$ cat config.mk
export PLATFORM = sky130hd
export DESIGN_NAME = fma_mac
export DESIGN_NICKNAME = d
export VERILOG_FILES = /design/src/fma_pkg.sv /design/src/fma_mac.sv
export SDC_FILE = /design/constraint.sdc
export NUM_CORES = 2
export LEC_CHECK = 0
export ABC_AREA = 1
export BUFFER_PORTS_ARGS = -buffer_cell sky130_fd_sc_hd__buf_2
export CAP_MARGIN = 15
export CORE_MARGIN = 3
export CORE_UTILIZATION = 52
export CTS_BUF_LIST = sky130_fd_sc_hd__clkbuf_8
export CTS_CLUSTER_DIAMETER = 40
export CTS_CLUSTER_SIZE = 28
export DETAILED_ROUTE_END_ITERATION = 8
export PLACE_DENSITY_LB_ADDON = 0.2
export SYNTH_ARGS = -nofsm -noshare
export SYNTH_HDL_FRONTEND = slang
export SYNTH_SLANG_ARGS = --single-unit
$ cat constraint.sdc
create_clock -name i_clk -period 10.9 [get_ports i_clk]
set_input_delay 2.18 -clock i_clk [delete_from_list [all_inputs] [get_ports i_clk]]
set_output_delay 2.18 -clock i_clk [all_outputs]
set_load 0.01 [all_outputs]
$ cat src/fma_pkg.sv
package fma_pkg;

    // Problem size.
    localparam int P_VARS       = 4;
    localparam int Q_VARS       = 2;
    localparam int WINDOW_DEPTH = 8;
    localparam int S_VARS       = P_VARS + Q_VARS;

    // Field widths.
    localparam int SMP_W = 16;
    localparam int ACC_W = 64;
    localparam int CNT_W = 32;
    localparam int LAM_W = 17;
    localparam int IDX_W = 7;
    localparam int LEN_W = 4;
    localparam int RFT_W = 16;

    // Stream payload widths.
    localparam int IN_DW  = S_VARS * SMP_W;
    localparam int IN_UW  = 2 + IDX_W;
    localparam int OUT_DW = ACC_W;

    // Accumulator store layout, also the read map for the lower indexes.
    localparam int XY_BASE   = P_VARS * P_VARS;
    localparam int SX_BASE   = XY_BASE + P_VARS * Q_VARS;
    localparam int SY_BASE   = SX_BASE + P_VARS;
    localparam int SQ_ADDR   = SY_BASE + Q_VARS;
    localparam int ACC_DEPTH = SQ_ADDR + 1;
    localparam int ACC_AW    = $clog2(ACC_DEPTH);
    localparam int RD_EFF    = ACC_DEPTH;
    localparam int RD_TOT    = ACC_DEPTH + 1;

    // Window store layout: all x rows, then all y rows.
    localparam int RD_WIN        = 64;
    localparam int WX_SIZE       = WINDOW_DEPTH * P_VARS;
    localparam int WIN_DEPTH_ALL = WINDOW_DEPTH * S_VARS;
    localparam int RD_END        = RD_WIN + WIN_DEPTH_ALL;
    localparam int WIN_AW        = $clog2(WIN_DEPTH_ALL);
    localparam int POS_W         = $clog2(WINDOW_DEPTH);

    // Step counters and sample selects.
    localparam int J_W    = $clog2(P_VARS);
    localparam int K_W    = $clog2((P_VARS > Q_VARS) ? P_VARS : Q_VARS);
    localparam int SEL_W  = $clog2(S_VARS + 1);
    localparam int SMP_IW = $clog2(S_VARS);
    localparam int SEL_ONE = S_VARS;

    // Shared multiplier: 33-bit by 18-bit signed.
    localparam int MUL_AW  = 33;
    localparam int MUL_BW  = 18;
    localparam int PROD_W  = MUL_AW + MUL_BW;
    localparam int PART_W  = 49;
    localparam int TERM_W  = 32;

    // Register reset values and the unity weight.
    localparam logic [LAM_W-1:0] LAMBDA_ONE = 17'h10000;
    localparam logic [LAM_W-1:0] LAMBDA_RST = 17'd64881;
    localparam logic [RFT_W-1:0] REFIT_RST  = 16'd10;

    // Configuration port.
    localparam int CFG_AW = 2;
    localparam int CFG_DW = LAM_W;

    typedef enum logic [CFG_AW-1:0] {
        CFG_LAMBDA,
        CFG_MODE,
        CFG_WLEN,
        CFG_REFIT
    } t_cfg_reg;

    typedef logic signed [SMP_W-1:0] t_sample;

    typedef enum logic [1:0] {
        MUL_TERM,
        MUL_LO,
        MUL_HI,
        MUL_EFF
    } t_mul_sel;

    typedef struct packed {
        logic     mul_en;
        t_mul_sel sel;
        logic     dec_en;
    } t_mac_ctrl;

endpackage

$ cat src/fma_mac.sv
module fma_mac (
    input  logic                       i_clk,
    input  fma_pkg::t_mac_ctrl         i_ctrl,
    input  logic [fma_pkg::ACC_W-1:0]  i_acc,
    input  logic [fma_pkg::LAM_W-1:0]  i_lam,
    input  logic [fma_pkg::CNT_W-1:0]  i_eff,
    input  fma_pkg::t_sample           i_op_a,
    input  fma_pkg::t_sample           i_op_b,
    output logic [fma_pkg::ACC_W-1:0]  o_sum,
    output logic [fma_pkg::CNT_W-1:0]  o_eff_next
);

    import fma_pkg::*;

    logic signed [MUL_AW-1:0] m_a;
    logic signed [MUL_BW-1:0] m_b;
    logic signed [PROD_W-1:0] m_p;
    logic [ACC_W+1:0]         dec_full;
    logic [ACC_W:0]           sum_full;
    logic [CNT_W:0]           eff_full;

    logic signed [TERM_W-1:0] r_term;
    logic [PART_W-1:0]        r_plo;
    logic [PART_W-1:0]        r_phi;
    logic [ACC_W-1:0]         r_dec;

    // Operand selection for the single shared multiplier.
    always_comb begin
        m_b = (i_ctrl.sel == MUL_TERM) ? {{(MUL_BW-SMP_W){i_op_b[SMP_W-1]}}, i_op_b}
                                       : {1'b0, i_lam};
        unique case (i_ctrl.sel)
            MUL_TERM: m_a = {{(MUL_AW-SMP_W){i_op_a[SMP_W-1]}}, i_op_a};
            MUL_LO:   m_a = {1'b0, i_acc[31:0]};
            MUL_HI:   m_a = {i_acc[ACC_W-1], i_acc[ACC_W-1:32]};
            MUL_EFF:  m_a = {1'b0, i_eff};
        endcase
    end

    assign m_p = m_a * m_b;

    // Decay: floor(acc * lambda / 2^16) from the two half products.
    assign dec_full = {r_phi[PART_W-1], r_phi, 16'b0} + {33'b0, r_plo[PART_W-1:16]};

    // Saturating add of the new term to the decayed accumulator.
    assign sum_full = {r_dec[ACC_W-1], r_dec} + {{(ACC_W+1-TERM_W){r_term[TERM_W-1]}}, r_term};

    always_comb begin
        if (sum_full[ACC_W] != sum_full[ACC_W-1]) begin
            o_sum = sum_full[ACC_W] ? {1'b1, {(ACC_W-1){1'b0}}} : {1'b0, {(ACC_W-1){1'b1}}};
        end else begin
            o_sum = sum_full[ACC_W-1:0];
        end
    end

    // Effective count: floor(n * lambda / 2^16) + 1, saturating at 32 bits.
    assign eff_full   = r_plo[PART_W-1:16] + 33'd1;
    assign o_eff_next = eff_full[CNT_W] ? {CNT_W{1'b1}} : eff_full[CNT_W-1:0];

    // Product and decay registers.
    always_ff @(posedge i_clk) begin
        if (i_ctrl.mul_en) begin
            unique case (i_ctrl.sel)
                MUL_TERM: r_term <= m_p[TERM_W-1:0];
                MUL_LO:   r_plo  <= m_p[PART_W-1:0];
                MUL_HI:   r_phi  <= m_p[PART_W-1:0];
                MUL_EFF:  r_plo  <= m_p[PART_W-1:0];
            endcase
        end
        if (i_ctrl.dec_en) begin
            r_dec <= dec_full[ACC_W-1:0];
        end
    end

endmodule
==> key figures <==
Clocking
  – Clk buf depth: 2
  – Root Buffer: clkbuf_8
  – H-tree depth: 4
  – # clock sinks: 177
  – Clock transition at path regs: 0.10 ns
  – Post-CTS setup buffer count: 0
  – CTS buffer count: 17
  – Worst skew pair latency: 0.48 ns
  – Resized cells post-CTS: 0
  – Hold Buf Count CTS: 0
  – CTS tree: built

Final layout
  – Final net count: 5691
  – Final instance area: 37600 sq um
  – Syn-to-layout area delta: 8.17%
  – Share of post-route cells with drive strength above 1: 9.47%

Synthesis
  – Ys Warns: 0
  – Synth Net Count: 5443
  – Area contributors post-synth: fa_1 (32%), edfxtp_1 (15%), nand2_1 (12%), inv_1 (11%), ha_1 (7.3%)
  – Area leader, netlist: fa_1
  – Register area share after synthesis: 15.3%
  – Mean post-synth cell area: 7.67 sq um
  – Cells after Synth: 4534
  – Top-count cell post-synth: nand2_1
  – Number of flops mapped to enable cells by yosys: 177
  – Number of distinct library cells after synthesis: 51
  – Share of flip-flops with an asynchronous set or reset: 0%
  – Yosys reg bits: 177
  – Top cells by count, synth: nand2_1 (1152), inv_1 (1018), fa_1 (557), nor2_1 (510), ha_1 (202)
  – Synthesized cell area: 34800 sq um
  – Yosys top cell area share: 32.0%
  – Prevailing post-synth register cell: edfxtp_1

Timing
  – Slew HR: 19.8%
  – Worst-Margin Slew: 1.20 ns
  – Worst setup margin: 0.975 ns
  – Setup TNS: 0 ns
  – RSZ-0062 raised after global routing: false
  – Fin. Hold Viols: 0
  – Slew Viols, Final: 0
  – Setup Viol. Count Final: 0
  – Max Clk Rate: 0.101 GHz
  – Period utilization: 91.1%
  – Tmin final: 9.92 ns
  – Setup Skew: 0.0184 ns

Critical path
  – CP required: 11.22 ns
  – Most common cell on crit path: inv_1
  – CP Launch Point: i_ctrl[1]
  – Max incr delay on CP: 0.93 ns
  – Slowest CP cell: o21ai_0
  – CP Capture Type: flip-flop
  – Critical Path AT: 10.24 ns
  – Crit start category: input pin
  – WS Path Type: input pin to flip-flop
  – Worst reg2reg path startpoint: r_plo[32]$_DFFE_PP_
  – CP max FO: 22

Global route
  – Vias in the first global route: 31100
  – Tot GR Track Use: 32.8%
  – Global-route wire length before repair: 176 mm
  – Total global routing overflow: 0
  – Largest net degree at the start of global routing: 65
  – Initial antenna violation count: 3

Route
  – Vias per inst: 5.34
  – Via Count: 30200
  – Drc violations: 0
  – DRT antenna net count: 0
  – Iter 0 DRT Violations: 2470
  – Drt first pass iters: 6
  – Wirelength per Cell: 19.9 um
  – WL final: 113 mm

Placement
  – DP Area: 37300 sq um
  – Buffers on Ports: 245
  – HPWL Detailed: 97.9 mm
  – Placer Congestion: 1.05
  – Pre-CTS setup slack: 0.597 ns

Floorplan
  – Initial Util: 52.7%
  – Ports: 246
  – Die Width: 265 um
  – Chip height: 265 um
  – Core ar.: 66000 sq um
  – Full die area: 70100 sq um
  – Site Rows: 94

Hold path
  – Path type of the worst min-delay path: flip-flop to flip-flop
  – Hold path startpoint: r_plo[25]$_DFFE_PP_

Status
  – Run status: complete, no violations

Run
  – Max Cap Viol: 0
[flip-flops by register name, summed over array words and instances (netlist names)]
signal and cells:
r_dec 64, r_phi 48, r_plo 33, r_term 32
[cells in the final DEF (no fill, tap or decap), drive strengths merged, types with 3 or more instances in the layout]
master       n
fa         557
clkinvlp     4
nand3      115
o21ai      113
and2         3
o211ai       3
nand4       31
nor3        42
xor2       105
clkinv      18
a21o        11
nand2     1168
buf        324
a21boi       5
a31oi       17
nor2       523
edfxtp     177
a21oi      158
ha         202
clkbuf      17
xnor2       51
nand3b       8
a221oi      31
o21bai      27
nor4        14
or2         26
inv       1036
[per-layer routing]
| metal | wire (um) | global-route usage (%) | vias up | share of wire (%) |
|---|---|---|---|---|
| met4 | 5710 | 14.6 | 2 | 5.1 |
| met5 | 20 | 0 | - | 0.018 |
| met2 | 52800 | 55.1 | 1315 | 47 |
| li1 | - | - | 14200 | - |
| met3 | 9180 | 5.41 | 265 | 8.2 |
| met1 | 44900 | 42.1 | 14500 | 40 |
[through the flow]
step / utilization, % / std cells / hold slack (ns)
2_1_floorplan: - / 4534 / 0.450
3_3_place_gp: 56.5 / 5627 / 0.509
3_5_place_dp: 56.5 / 5627 / 0.508
4_1_cts: 57.0 / 5659 / 0.527
5_1_grt: 57.0 / 5660 / 0.546
6_report: 57.0 / 5661 / 0.533
[final timing paths]
check	slack, ns	cells after the start	end
max	0.98	25	r_plo[45]$_DFFE_PP_
min	0.53	0	r_dec[9]$_DFFE_PP_
min reg2reg	0.53	0	r_dec[9]$_DFFE_PP_
max reg2reg	8.05	10	r_dec[54]$_DFFE_PP_
[logic make-up (layout without fill, tap and decap cells)]
family / after synthesis / in the layout / synth area share [%]
AO/OA/AOI/OAI: 369 / 369 / 6.30
XOR/XNOR: 156 / 156 / 3.95
adder cells (fa/ha/maj): 759 / 759 / 39.3
buffers and inverters: 1138 / 1399 / 12.6
flip-flops: 177 / 177 / 15.3
other: 0 / 2 / 0
AND/OR/NAND/NOR: 1935 / 1935 / 22.5
[cell type report]
type                    count  area, sq um
clock buffers              17          234
inverters                1043         3920
fillers                  6372        28300
clock inverters            15          141
multi-input cells        3219        25100
diodes                      2         5.00
flip-flops and latches    177         5320
well taps                 864         1080
repair buffers            324         1830
[critical path: cells and delay by family]
kind | cells | cell delay, ns
compound gates | 1 | 0.93
buf+inv | 9 | 1.54
simple gates | 7 | 1.87
xor+xnor | 1 | 0.19
fa+ha+maj | 7 | 3.53
Power is left out: the tool's default activity adds up to more than one toggle a clock period on the data nets, which glitch-free logic cannot reach.
